[src/hdl/cqp_pkg.sv]
package cqp_pkg;

   localparam int DEPTH  = 16;
   localparam int IDX_W  = $clog2(DEPTH);
   localparam int CNT_W  = $clog2(DEPTH + 1);
   localparam int DATA_W = 32;

   localparam logic [1:0] MODE_ENQ = 2'd0;
   localparam logic [1:0] MODE_DEQ = 2'd1;
   localparam logic [1:0] MODE_ADD = 2'd2;

   localparam logic [1:0] STAT_DONE  = 2'd0;
   localparam logic [1:0] STAT_FULL  = 2'd1;
   localparam logic [1:0] STAT_EMPTY = 2'd2;

   localparam logic SEL_HEAD = 1'b0;
   localparam logic SEL_REAR = 1'b1;

   typedef struct packed {
      logic load;
      logic exec;
      logic rd_sel;
      logic cap_head;
      logic emit;
   } cmd_type;

   typedef struct packed {
      logic empty_next;
   } stat_type;

endpackage

[src/hdl/cqp_ram.sv]
module cqp_ram #(
   parameter int WIDTH = 32,
   parameter int DEPTH = 16
) (
   input  logic                     clock,
   input  logic                     we,
   input  logic [$clog2(DEPTH)-1:0] waddr,
   input  logic [WIDTH-1:0]         wdata,
   input  logic [$clog2(DEPTH)-1:0] raddr,
   output logic [WIDTH-1:0]         rdata
);

   logic [WIDTH-1:0] mem [DEPTH];
   logic [WIDTH-1:0] rdata_ff;

   always_ff @(posedge clock) begin
      if (we) begin
         mem[waddr] <= wdata;
      end
      rdata_ff <= mem[raddr];
   end

   assign rdata = rdata_ff;

endmodule

[src/hdl/cqp_ctrl.sv]
module cqp_ctrl
   import cqp_pkg::*;
(
   input  logic     clock,
   input  logic     reset,
   input  logic     start,
   input  stat_type stat,
   output logic     busy,
   output cmd_type  cmd
);

   localparam logic [2:0] S_IDLE = 3'd0;
   localparam logic [2:0] S_EXEC = 3'd1;
   localparam logic [2:0] S_RDH  = 3'd2;
   localparam logic [2:0] S_RDT  = 3'd3;
   localparam logic [2:0] S_EMIT = 3'd4;

   logic [2:0] state_ff;
   logic [2:0] state_in;

   always_comb begin
      state_in     = state_ff;
      cmd          = '0;
      cmd.rd_sel   = SEL_HEAD;
      case (state_ff)
         S_IDLE: begin
            if (start) begin
               cmd.load = 1'b1;
               state_in = S_EXEC;
            end
         end
         S_EXEC: begin
            cmd.exec = 1'b1;
            state_in = stat.empty_next ? S_EMIT : S_RDH;
         end
         S_RDH: begin
            state_in = S_RDT;
         end
         S_RDT: begin
            cmd.cap_head = 1'b1;
            cmd.rd_sel   = SEL_REAR;
            state_in     = S_EMIT;
         end
         S_EMIT: begin
            cmd.emit = 1'b1;
            state_in = S_IDLE;
         end
         default: begin
            state_in = S_IDLE;
         end
      endcase
   end

   always_ff @(posedge clock) begin
      if (reset) begin
         state_ff <= S_IDLE;
      end else begin
         state_ff <= state_in;
      end
   end

   assign busy = (state_ff != S_IDLE);

endmodule

[src/hdl/cqp_datapath.sv]
module cqp_datapath
   import cqp_pkg::*;
(
   input  logic                     clock,
   input  logic                     reset,
   input  cmd_type                  cmd,
   output stat_type                 stat,
   input  logic [CNT_W-1:0]         cap_raw,
   input  logic [1:0]               req_mode,
   input  logic signed [DATA_W-1:0] req_operand,
   output logic                     rsp_valid,
   output logic [1:0]               rsp_status,
   output logic signed [DATA_W-1:0] rsp_taken_value,
   output logic signed [DATA_W-1:0] rsp_head_value,
   output logic signed [DATA_W-1:0] rsp_tail_value,
   output logic [CNT_W-1:0]         rsp_fill_count,
   output logic                     rsp_is_empty
);

   logic [1:0]        mode_ff;
   logic [DATA_W-1:0] operand_ff;
   logic [IDX_W-1:0]  head_ff, head_in;
   logic [IDX_W-1:0]  tail_ff, tail_in;
   logic [CNT_W-1:0]  count_ff, count_in, count_exec;
   logic [1:0]        res_status_ff, res_status_in;
   logic [DATA_W-1:0] taken_ff, taken_in;
   logic [DATA_W-1:0] headval_ff;

   logic                     valid_ff;
   logic [1:0]               out_status_ff;
   logic [DATA_W-1:0]        out_taken_ff, out_head_ff, out_tail_ff;
   logic [CNT_W-1:0]         out_fill_ff;
   logic                     out_empty_ff;

   logic [CNT_W-1:0]  cap;
   logic [IDX_W-1:0]  head_next, tail_next, rear;
   logic              we;
   logic [IDX_W-1:0]  waddr, raddr;
   logic [DATA_W-1:0] wdata, rdata;

   always_comb begin
      cap = cap_raw;
      if (cap_raw == '0) begin
         cap = CNT_W'(1);
      end else if (cap_raw > CNT_W'(DEPTH)) begin
         cap = CNT_W'(DEPTH);
      end
   end

   assign head_next = (({1'b0, head_ff} + CNT_W'(1)) >= cap) ? '0 : head_ff + IDX_W'(1);
   assign tail_next = (({1'b0, tail_ff} + CNT_W'(1)) >= cap) ? '0 : tail_ff + IDX_W'(1);
   assign rear      = (tail_ff == '0) ? IDX_W'(cap - CNT_W'(1)) : tail_ff - IDX_W'(1);

   always_comb begin
      head_in       = head_ff;
      tail_in       = tail_ff;
      count_exec    = count_ff;
      res_status_in = STAT_DONE;
      taken_in      = '0;
      we            = 1'b0;
      waddr         = tail_ff;
      wdata         = operand_ff;
      case (mode_ff)
         MODE_ENQ: begin
            if (count_ff >= cap) begin
               res_status_in = STAT_FULL;
            end else begin
               we         = cmd.exec;
               tail_in    = tail_next;
               count_exec = count_ff + CNT_W'(1);
            end
         end
         MODE_DEQ: begin
            if (count_ff == '0) begin
               res_status_in = STAT_EMPTY;
               taken_in      = '1;
            end else begin
               taken_in   = rdata;
               head_in    = head_next;
               count_exec = count_ff - CNT_W'(1);
            end
         end
         MODE_ADD: begin
            if (count_ff == '0) begin
               res_status_in = STAT_EMPTY;
            end else begin
               we    = cmd.exec;
               waddr = head_ff;
               wdata = rdata + operand_ff;
            end
         end
         default: begin
         end
      endcase
      count_in = cmd.exec ? count_exec : count_ff;
   end

   assign stat.empty_next = (count_exec == '0);
   assign raddr = (cmd.rd_sel == SEL_REAR) ? rear : head_ff;

   cqp_ram #(
      .WIDTH (DATA_W),
      .DEPTH (DEPTH)
   ) u_ram (
      .clock (clock),
      .we    (we),
      .waddr (waddr),
      .wdata (wdata),
      .raddr (raddr),
      .rdata (rdata)
   );

   always_ff @(posedge clock) begin
      if (reset) begin
         head_ff  <= '0;
         tail_ff  <= '0;
         count_ff <= '0;
         valid_ff <= 1'b0;
      end else begin
         count_ff <= count_in;
         valid_ff <= cmd.emit;
         if (cmd.exec) begin
            head_ff <= head_in;
            tail_ff <= tail_in;
         end
      end
   end

   always_ff @(posedge clock) begin
      if (cmd.load) begin
         mode_ff    <= req_mode;
         operand_ff <= req_operand;
      end
      if (cmd.exec) begin
         res_status_ff <= res_status_in;
         taken_ff      <= taken_in;
      end
      if (cmd.cap_head) begin
         headval_ff <= rdata;
      end
      if (cmd.emit) begin
         out_status_ff <= res_status_ff;
         out_taken_ff  <= taken_ff;
         out_head_ff   <= (count_ff == '0) ? '0 : headval_ff;
         out_tail_ff   <= (count_ff == '0) ? '0 : rdata;
         out_fill_ff   <= count_ff;
         out_empty_ff  <= (count_ff == '0);
      end
   end

   assign rsp_valid       = valid_ff;
   assign rsp_status      = out_status_ff;
   assign rsp_taken_value = out_taken_ff;
   assign rsp_head_value  = out_head_ff;
   assign rsp_tail_value  = out_tail_ff;
   assign rsp_fill_count  = out_fill_ff;
   assign rsp_is_empty    = out_empty_ff;

endmodule

[src/hdl/circular_queue_with_peek.sv]
// Channel  | Direction | Handshake                          | Payload
// request  | in        | transfer when start & !busy        | req_mode, req_operand
// response | out       | rsp_valid, one cycle, no stall     | rsp_status .. rsp_is_empty
// csr      | in/out    | APB write on psel&penable&pwrite   | capacity at byte address 0
//
// A new request is taken only when the last one is through and busy has dropped. The
// single read port of the entry RAM sets the order of work (operation read, new head
// read, rear read in turn); the head and rear reads are skipped when the queue is empty
// after the operation. rsp_valid rises at the edge that drops busy. Reset clears
// indices and count; capacity resets to 16. The receiver cannot stall.
module circular_queue_with_peek
   import cqp_pkg::*;
(
   input  logic                     clock,
   input  logic                     reset,
   input  logic                     start,
   output logic                     busy,
   input  logic [1:0]               req_mode,
   input  logic signed [DATA_W-1:0] req_operand,
   output logic                     rsp_valid,
   output logic [1:0]               rsp_status,
   output logic signed [DATA_W-1:0] rsp_taken_value,
   output logic signed [DATA_W-1:0] rsp_head_value,
   output logic signed [DATA_W-1:0] rsp_tail_value,
   output logic [CNT_W-1:0]         rsp_fill_count,
   output logic                     rsp_is_empty,
   input  logic                     psel,
   input  logic                     penable,
   input  logic                     pwrite,
   input  logic [2:0]               paddr,
   input  logic [31:0]              pwdata,
   output logic [31:0]              prdata,
   output logic                     pready
);

   logic [CNT_W-1:0] capacity_ff;
   cmd_type          cmd;
   stat_type         stat;

   assign pready = 1'b1;

   always_ff @(posedge clock) begin
      if (reset) begin
         capacity_ff <= CNT_W'(16);
      end else if (psel && penable && pwrite && (paddr[2] == 1'b0)) begin
         capacity_ff <= pwdata[CNT_W-1:0];
      end
   end

   assign prdata = (paddr[2] == 1'b0) ? {{(32 - CNT_W){1'b0}}, capacity_ff} : '0;

   cqp_ctrl u_ctrl (
      .clock (clock),
      .reset (reset),
      .start (start),
      .stat  (stat),
      .busy  (busy),
      .cmd   (cmd)
   );

   cqp_datapath u_datapath (
      .clock           (clock),
      .reset           (reset),
      .cmd             (cmd),
      .stat            (stat),
      .cap_raw         (capacity_ff),
      .req_mode        (req_mode),
      .req_operand     (req_operand),
      .rsp_valid       (rsp_valid),
      .rsp_status      (rsp_status),
      .rsp_taken_value (rsp_taken_value),
      .rsp_head_value  (rsp_head_value),
      .rsp_tail_value  (rsp_tail_value),
      .rsp_fill_count  (rsp_fill_count),
      .rsp_is_empty    (rsp_is_empty)
   );

endmodule
[config.mk]
export PLATFORM = sky130hd
export DESIGN_NAME = circular_queue_with_peek
export DESIGN_NICKNAME = d
export VERILOG_FILES = /design/src/hdl/cqp_pkg.sv /design/src/hdl/cqp_ram.sv /design/src/hdl/cqp_ctrl.sv /design/src/hdl/cqp_datapath.sv /design/src/hdl/circular_queue_with_peek.sv
export SDC_FILE = /design/constraint.sdc
export NUM_CORES = 1
export LEC_CHECK = 0
export CAP_MARGIN = 20
export CORE_MARGIN = 8
export CORE_UTILIZATION = 55
export DETAILED_ROUTE_END_ITERATION = 10
export DONT_BUFFER_PORTS = 1
export PLACE_DENSITY_LB_ADDON = 0.08
export SLEW_MARGIN = 20
export SYNTH_ARGS = -nofsm -noshare
export SYNTH_HDL_FRONTEND = slang
export SYNTH_SLANG_ARGS = --single-unit
[constraint.sdc]
create_clock -name clock -period 18.81 [get_ports clock]
set_input_delay 0.9405 -clock clock [delete_from_list [all_inputs] [get_ports clock]]
set_output_delay 0.9405 -clock clock [all_outputs]
set_load 0.02 [all_outputs]
==> flow_metrics.env, run 1 <==
export IMPL_cts_max_path_buffers=3
export IMPL_worst_slew_pin_slew_ns=1.04
export IMPL_ys_seq_area_frac=0.729
export IMPL_netlist_area_um2=31000
export IMPL_netlist_area_leader_share=0.694
export IMPL_hold_buffers=0
export IMPL_dr_pass1_iters=5
export IMPL_worst_path_max_fanout=39
export IMPL_cts_clk_slew_worst_paths_ns=0.06
export IMPL_antenna_left=0
export IMPL_setup_viol=0
export IMPL_ys_ff_latch=770
export IMPL_ys_warn_count=0
export IMPL_tns_ns=0
export IMPL_dr_wl_met3_um=4440
export IMPL_critPathLaunchType="flop"
export IMPL_hp_class="input port to flop"
export IMPL_final_common_cell="edfxtp_1"
export IMPL_maxUsedRoutingLayer="met4"
export IMPL_cts_root_buffer="clkbuf_16"
export IMPL_layout_drive_gt1_share=0.174
export IMPL_peakVddDrop_uv=79.9
export IMPL_status="complete, no violations"
export IMPL_port_buffers=0
export IMPL_drc_errors=0
export IMPL_synthFlopType="edfxtp_1"
export IMPL_skew_ns=0.0180
export IMPL_cts_tree="yes"
export IMPL_hold_viol=0
export IMPL_syn_inst=1830
export IMPL_synth_edf_count=716
export IMPL_fin_crit_sh=0.253
export IMPL_initial_core_util=0.553
export IMPL_ctsHtreeMaxLevel=3
export IMPL_powerDensity_nw_per_um2=121
export IMPL_async_flop_share=0
export IMPL_final_cell_mix="edfxtp_1, nand2_1, mux4_2, nor2_1, and2_1"
export IMPL_cp_end_kind="flop"
export IMPL_antenna_found_initial=1
export IMPL_area_growth_pct=11.9
export IMPL_fp_dieArea_um2=64200
export IMPL_vias_per_cell=5.97
export IMPL_fin_crit_ns=4.76
export IMPL_route_detailed_wl_per_inst_um=25.5
export IMPL_worstSetupPathType="flop to flop"
export IMPL_post_cts_setup_buffers=0
export IMPL_synthTopCellsByArea="edfxtp_1, mux4_2, dfxtp_1, ha_1, and2_1"
export IMPL_cp_required_ns=19.28
export IMPL_fp_row_count=87
export IMPL_dr_first_iter_drc_count=1441
export IMPL_overflow=0
export IMPL_m1WireLength_um=30000
export IMPL_core_area_um2=56100
export IMPL_rsz0062_at_grt="false"
export IMPL_die_w_um=253
export IMPL_clock_fmax_mhz=210
export IMPL_cap_viol_max_count=0
export IMPL_place_congestion=0.858
export IMPL_vias=16180
export IMPL_synth_top_area_cell="edfxtp_1"
export IMPL_insertion_delay_ns=0.62
export IMPL_wirelength_um=69100
export IMPL_gr_usage_all_layers=0.215
export IMPL_grt_pass1_vias=16030
export IMPL_io_pin_count=214
export IMPL_drv_slew=0
export IMPL_cts_buffers_inserted=78
export IMPL_final_area_um2=34700
export IMPL_synth_avg_cell_area_um2=16.9
export IMPL_slew_headroom=0.306
export IMPL_synth_distinct_cells=67
export IMPL_leakagePower_uw=0.0118
export IMPL_arrival_ns=5.23
export IMPL_dpl_hpwl_um=40000
export IMPL_grt_pass1_wl_um=102000
export IMPL_nNetsFinal=2018
export IMPL_place_area_um2=32100
export IMPL_grt_max_degree=129
export IMPL_ctsResizeCount=0
export IMPL_fp_dieH_um=253
export IMPL_cts_num_sinks=770
export IMPL_met2_length_um=33600
-- kinds of logic (layout without fill, tap and decap cells) --
kind of cell | after synthesis | after routing | share of synthesized area
compound gates | 231 | 231 | 0.0482
xor+xnor | 27 | 27 | 0.00763
fa+ha+maj | 57 | 57 | 0.0233
buf+inv | 138 | 233 | 0.0221
flops | 770 | 770 | 0.729
mux | 140 | 140 | 0.0970
other cells | 2 | 29 | 0.000242
simple gates | 465 | 465 | 0.0727
-- final cells by class --
class	count	area, um^2
multi-input cells	948	8010
repair buffers	59	495
diodes	1	2.50
inverters	29	109
clock inverters	50	489
fillers	4027	21400
well taps	756	946
flip-flops and latches	770	22600
clock buffers	95	2050
-- worst paths after layout --
kind                                               from                                        to  slack [ns]  cells after the start
setup reg to reg        u_ctrl.state_ff[0]$_SDFFE_PP0P_        u_datapath.u_ram.rdata[15]$_DFF_P_       14.05                      9
hold / removal                                    reset        u_datapath.head_ff[2]$_SDFFE_PP0P_        0.38                      1
setup / recovery        u_ctrl.state_ff[0]$_SDFFE_PP0P_        u_datapath.u_ram.rdata[15]$_DFF_P_       14.05                      9
hold reg to reg   u_datapath.taken_ff[21]$_SDFFCE_PN0P_  u_datapath.rsp_taken_value[21]$_DFFE_PP_        0.41                      0
-- flip-flops by register name (all words and copies together), names as in the netlist --
register and cells:
u_datapath.operand_ff 32, u_datapath.rsp_is_empty 1, u_datapath.rsp_fill_count 5, u_datapath.rsp_tail_value 32
u_datapath.head_ff 4, u_datapath.mode_ff 2, u_datapath.rsp_taken_value 32, u_ctrl.state_ff 3
u_datapath.count_ff 5, u_datapath.u_ram.rdata 32, u_datapath.rsp_head_value 32, u_datapath.u_ram.mem 512
u_datapath.res_status_ff 2, u_datapath.rsp_valid 1, u_datapath.rsp_status 2, u_datapath.taken_ff 32
u_datapath.tail_ff 4, u_datapath.headval_ff 32, capacity_ff 5
-- stage by stage --
stage                     setup slack (ns)  utilization  hold WS [ns]  std cells  power [uW]
after floorplan                      10.12            -         0.400       1856        2510
after global placement               13.99        0.572         0.402       2560        2670
after detailed placement             13.98        0.572         0.405       2560        2690
after CTS                            13.95        0.617         0.337       2705        4220
after global routing                 13.57        0.619         0.352       2707        4350
final                                14.05        0.619         0.381       2708        4190
-- synthesized netlist by cell type, types with 4 or more instances --
| library cell | number |
|---|---|
| a211oi_1 | 41 |
| a21boi_0 | 4 |
| a21o_1 | 15 |
| a21oi_1 | 42 |
| a22oi_1 | 4 |
| a31oi_1 | 42 |
| and2_1 | 99 |
| and3_1 | 10 |
| buf_1 | 8 |
| buf_2 | 6 |
| buf_4 | 38 |
| clkbuf_1 | 55 |
| dfxtp_1 | 54 |
| edfxtp_1 | 716 |
| ha_1 | 56 |
| inv_1 | 24 |
| mux2i_1 | 11 |
| mux4_2 | 128 |
| nand2_1 | 140 |
| nand2b_1 | 11 |
| nand3_1 | 18 |
| nand4_1 | 9 |
| nor2_1 | 129 |
| nor2b_1 | 12 |
| nor3_1 | 9 |
| nor3b_1 | 6 |
| o21a_1 | 5 |
| o21ai_0 | 41 |
| o22ai_1 | 5 |
| o31ai_1 | 8 |
| xnor2_1 | 11 |
| xor2_1 | 16 |
-- per-layer routing --
| layer | vias to the layer above | global-route usage |
|---|---|---|
| li1 | 7193 | - |
| met1 | 8351 | 0.304 |
| met2 | 553 | 0.352 |
| met3 | 83 | 0.0348 |
| met4 | 0 | 0.0537 |
| met5 | - | 0 |
-- critical path, stage by stage (launching register included) --
cell and delay (ns):
dfxtp_1 0.41, nor2b_1 0.25, nand2_1 0.30, inv_2 0.78
mux2i_4 0.85, buf_4 0.80, mux4_2 0.60, and2_1 0.17
a211oi_1 0.33, a31oi_1 0.08
-- power breakdown --
group          internal [uW]  total (uW)  switching (uW)  leakage, uW
Sequential              2040        2110            76.1      0.00694
Combinational            200         549             349      0.00365
Clock                    891        1530             640      0.00125
Total                   3130        4190            1070       0.0118
Power figures use the tool's default switching activity.
==> run 2, diff against run 1 <==
- clock period: 18.81 -> 4.7 ns (I/O delays scaled with it)
==> flow_metrics.env, run 2 (same netlist as run 1, synthesis figures left out) <==
export IMPL_status="complete, no violations"
export IMPL_vias_per_cell=5.86
export IMPL_fin_crit_sh=0.836
export IMPL_final_common_cell="edfxtp_1"
export IMPL_fp_dieH_um=253
export IMPL_ctsHtreeMaxLevel=3
export IMPL_layout_drive_gt1_share=0.177
export IMPL_largest_register_ffs=512
export IMPL_power_uw=16900
export IMPL_slowest_delay_ns=0.43
export IMPL_dr_pass1_iters=5
export IMPL_setup_viol=0
export IMPL_crit_family="simple AND/OR/NAND/NOR gates"
export IMPL_worst_path_max_fanout=24
export IMPL_hold_buffers=41
export IMPL_wirelength_um=69700
export IMPL_grt_max_degree=98
export IMPL_regMostFlops="u_datapath.u_ram.mem"
export IMPL_gr_usage_all_layers=0.218
export IMPL_port_buffers=0
export IMPL_fin_crit_ns=3.93
export IMPL_leakagePower_uw=0.0122
export IMPL_io_pin_count=214
export IMPL_route_detailed_wl_per_inst_um=25.1
export IMPL_arrival_ns=4.17
export IMPL_initial_core_util=0.553
export IMPL_post_cts_setup_buffers=0
export IMPL_path_cells="nor3_1 > nor2_1 > nor2_1 > ha_1 > nand2b_1 > a21o_1 > a21oi_1 > o21bai_1 > a211o_1 > o31ai_1 > nand3_1 > nor2_4 > buf_4"
export IMPL_vias=16245
export IMPL_nNetsFinal=2081
export IMPL_worst_slew_pin_slew_ns=1.14
export IMPL_hp_class="input port to flop"
export IMPL_area_growth_pct=14.4
export IMPL_rsz0062_at_grt="false"
export IMPL_cts_clk_slew_worst_paths_ns=0.06
export IMPL_post_place_cells=2582
export IMPL_antenna_found_initial=5
export IMPL_final_cell_mix="edfxtp_1, nand2_1, mux4_2, nor2_1, and2_1"
export IMPL_powerDensity_nw_per_um2=477
export IMPL_critPathLaunchType="flop"
export IMPL_hold_viol=0
export IMPL_fp_dieArea_um2=64200
export IMPL_cts_tree="yes"
export IMPL_drc_errors=0
export IMPL_antenna_left=0
export IMPL_worstSetupPathType="flop to flop"
export IMPL_cp_common_cell="nor2_1"
export IMPL_critPathSlowestCell="buf_4"
export IMPL_grt_pass1_wl_um=104000
export IMPL_final_area_um2=35400
export IMPL_skew_ns=0.0272
export IMPL_place_area_um2=32500
export IMPL_drv_slew=0
export IMPL_cts_buffers_inserted=80
export IMPL_cp_end_kind="flop"
export IMPL_clock_fmax_mhz=254
export IMPL_place_congestion=0.851
export IMPL_die_w_um=253
export IMPL_overflow=0
export IMPL_fin_cells=2770
export IMPL_peakVddDrop_uv=314
export IMPL_insertion_delay_ns=0.61
export IMPL_cap_viol_max_count=0
export IMPL_slew_headroom=0.235
export IMPL_fillCellCount=3896
export IMPL_place_ws_ns=0.749
export IMPL_fp_row_count=87
export IMPL_path_buf_inv=1
export IMPL_cts_root_buffer="clkbuf_16"
export IMPL_ctsResizeCount=0
export IMPL_tns_ns=0
export IMPL_core_area_um2=56100
export IMPL_dr_first_iter_drc_count=1355
export IMPL_cts_num_sinks=770
export IMPL_dpl_hpwl_um=42300
export IMPL_grt_pass1_vias=16209
export IMPL_cts_max_path_buffers=3
export IMPL_setup_ws_ns=0.770
export IMPL_cp_required_ns=4.94
[run 2: area by class of cell]
cell class | instances | area [um^2] | share of cell area
clock buffer | 109 | 2190 | 0.0619
clock inverter | 35 | 374 | 0.0106
multi-input combinational | 948 | 8010 | 0.226
tap | 756 | 946 | 0.0267
timing repair buffer | 120 | 1220 | 0.0343
antenna | 3 | 7.51 | 0.000212
sequential | 770 | 22600 | 0.637
inverter | 29 | 109 | 0.00307
[run 2: layer usage]
metal  vias to the layer above  GRT usage  share of wire
met4                         4     0.0567          0.018
met3                        97     0.0370          0.060
li1                       7311          -              -
met2                       568      0.358           0.49
met1                      8265      0.303           0.43
met5                         -          0        0.00039
[run 2: path summary, 6_finish.rpt]
check / start / end / slack (ns) / cells past startpoint
worst max-delay path: capacity_ff[1]$_SDFFE_PP0P_ / u_datapath.u_ram.mem[1][8]$_DFFE_PP_ / 0.77 / 13
worst min-delay path: pwrite / capacity_ff[4]$_SDFFE_PP1P_ / 0.12 / 3
worst max register to register: capacity_ff[1]$_SDFFE_PP0P_ / u_datapath.u_ram.mem[1][8]$_DFFE_PP_ / 0.77 / 13
worst min register to register: u_datapath.taken_ff[4]$_SDFFCE_PN0P_ / u_datapath.rsp_taken_value[4]$_DFFE_PP_ / 0.42 / 0
[run 2: report_power, final]
part	leakage, uW	total (uW)	internal (uW)	switching, uW
Sequential	0.00694	8440	8150	297
Clock	0.00125	6190	3650	2530
Combinational	0.00397	2260	829	1430
[run 2: through the flow]
step | hold WS [ns] | utilization
floorplan | 0.334 | -
global placement | 0.311 | 0.579
detailed placement | 0.312 | 0.579
CTS | 0.0798 | 0.632
global route | 0.122 | 0.632
finish | 0.122 | 0.632
[run 2: tightest hold or removal path, delay by kind of cell]
family          cells  cell delay (ns)
simple gates        2             0.32
compound gates      1             0.12
==> run 3, diff against run 2 <==
- clock period: 4.7 -> 3.7 ns (I/O delays scaled with it)
==> flow_metrics.env, run 3 (same netlist as run 1, synthesis figures left out) <==
export IMPL_dr_pass1_iters=7
export IMPL_antenna_found_initial=4
export IMPL_cp_required_ns=3.97
export IMPL_post_place_cells=2589
export IMPL_cp_end_kind="flop"
export IMPL_post_cts_setup_buffers=0
export IMPL_multi_input_area_um2=8020
export IMPL_grt_max_degree=69
export IMPL_fp_row_count=87
export IMPL_fillCellCount=3961
export IMPL_largest_register_ffs=512
export IMPL_leakagePower_uw=0.0122
export IMPL_worst_slew_pin_slew_ns=1.08
export IMPL_hp_class="input port to flop"
export IMPL_rsz0062_at_grt="false"
export IMPL_final_common_cell="edfxtp_1"
export IMPL_route_detailed_wl_per_inst_um=25.6
export IMPL_drv_slew=0
export IMPL_cap_viol_max_count=0
export IMPL_nNetsFinal=2086
export IMPL_worst_path_max_fanout=32
export IMPL_hold_depth=3
export IMPL_port_buffers=0
export IMPL_power_frac_comb=0.137
export IMPL_ctsHtreeMaxLevel=3
export IMPL_fin_cells=2773
export IMPL_dpl_hpwl_um=42000
export IMPL_tns_ns=0
export IMPL_status="complete, no violations"
export IMPL_final_cell_mix="edfxtp_1, nand2_1, mux4_2, nor2_1, and2_1"
export IMPL_critPathLaunchType="flop"
export IMPL_cts_max_path_buffers=3
export IMPL_fp_dieArea_um2=64200
export IMPL_clock_fmax_mhz=286
export IMPL_antenna_left=0
export IMPL_reg2reg_depth=14
export IMPL_power_uw=21400
export IMPL_fin_crit_ns=3.50
export IMPL_cts_buffers_inserted=78
export IMPL_die_w_um=253
export IMPL_peakVddDrop_uv=383
export IMPL_cts_clk_slew_worst_paths_ns=0.06
export IMPL_wirelength_um=71000
export IMPL_slew_headroom=0.278
export IMPL_cts_num_sinks=770
export IMPL_cts_tree="yes"
export IMPL_setup_viol=0
export IMPL_seq_area_um2=22600
export IMPL_skew_ns=0.0204
export IMPL_grt_pass1_vias=16228
export IMPL_p_clk_frac=0.361
export IMPL_layout_drive_gt1_share=0.182
export IMPL_powerDensity_nw_per_um2=600
export IMPL_internal_power_uw=15900
export IMPL_io_pin_count=214
export IMPL_vias=16484
export IMPL_overflow=0
export IMPL_hold_viol=0
export IMPL_regMostFlops="u_datapath.u_ram.mem"
export IMPL_fin_crit_sh=0.945
export IMPL_core_area_um2=56100
export IMPL_insertion_delay_ns=0.61
export IMPL_gr_usage_all_layers=0.221
export IMPL_dr_first_iter_drc_count=1359
export IMPL_fp_dieH_um=253
export IMPL_drc_errors=0
export IMPL_cts_root_buffer="clkbuf_16"
export IMPL_reg2reg_slack_ns=0.20
export IMPL_swShare=0.254
export IMPL_arrival_ns=3.77
export IMPL_p_sw_uw=5420
export IMPL_worstSetupPathType="flop to flop"
export IMPL_grt_pass1_wl_um=106000
export IMPL_initial_core_util=0.553
export IMPL_power_frac_seq=0.502
export IMPL_area_growth_pct=14.9
export IMPL_vias_per_cell=5.94
export IMPL_place_congestion=0.866
[run 3: changes by cell type in the layout (fill, tap and decap cells not counted), moves of 2 or more]
cell / delta
inv_6: +2
buf_12: +11
clkinv_1: -4
clkinvlp_4: +4
diode_2: -2
buf_4: -4
[run 3: repair_timing]
action | CTS | global route
setup endpoints to repair | 0 | 73
endpoints found under the hold margin | 56 | 0
hold buffers | 41 | 0
resized for setup | 0 | 3
[run 3: per-stage QoR]
| stage | cell area, um^2 | setup slack [ns] | util | hold WS (ns) |
|---|---|---|---|---|
| after global placement | 32600 | 0.295 | 0.582 | 0.260 |
| final | 35600 | 0.203 | 0.635 | 0.0587 |
| after global routing | 35600 | 0.0109 | 0.635 | 0.0716 |
| after detailed placement | 32600 | 0.231 | 0.582 | 0.262 |
| after CTS | 35600 | 0.201 | 0.634 | 0.00505 |
| after floorplan | 31100 | -0.464 | - | 0.284 |
[run 3: worst paths after layout]
path	start	endpoint
max reg2reg	capacity_ff[1]$_SDFFE_PP0P_	u_datapath.u_ram.mem[1][20]$_DFFE_PP_
max	capacity_ff[1]$_SDFFE_PP0P_	u_datapath.u_ram.mem[1][20]$_DFFE_PP_
min reg2reg	u_datapath.taken_ff[10]$_SDFFCE_PN0P_	u_datapath.rsp_taken_value[10]$_DFFE_PP_
min	pwrite	capacity_ff[4]$_SDFFE_PP1P_
[run 3: power by group through the flow]
stage          Clock (uW)  Sequential (uW)  Combinational (uW)
5_1_grt              8200            10700                3240
2_1_floorplan           0            10700                2010
3_5_place_dp            0            10900                2870
3_3_place_gp            0            10900                2790
4_1_cts              7870            10700                2930
6_report             7720            10700                2920
[run 3: critical path, stage by stage, from the launching register on]
cell      delay [ns]
dfxtp_1         0.35
nor3_1          0.19
nor2_1          0.06
nor2_1          0.15
ha_1            0.25
nand2b_1        0.14
a21o_1          0.17
a21oi_1         0.21
o21bai_1        0.11
a211o_1         0.41
o31ai_1         0.36
nand3_1         0.13
buf_4           0.19
nor2_4          0.13
buf_12          0.29
[run 3: final cells by class]
cell class / instances / area share
diodes: 1 / 0.0000703
clock buffers: 108 / 0.0606
clock inverters: 34 / 0.00999
inverters: 29 / 0.00306
multi-input cells: 948 / 0.226
flip-flops and latches: 770 / 0.635
well taps: 756 / 0.0266
repair buffers: 127 / 0.0395
[run 3: metal layers]
metal | global-route usage | part of all wire
met3 | 0.0337 | 0.059
met4 | 0.0615 | 0.018
met2 | 0.355 | 0.48
met5 | 0 | 0.00055
met1 | 0.316 | 0.44
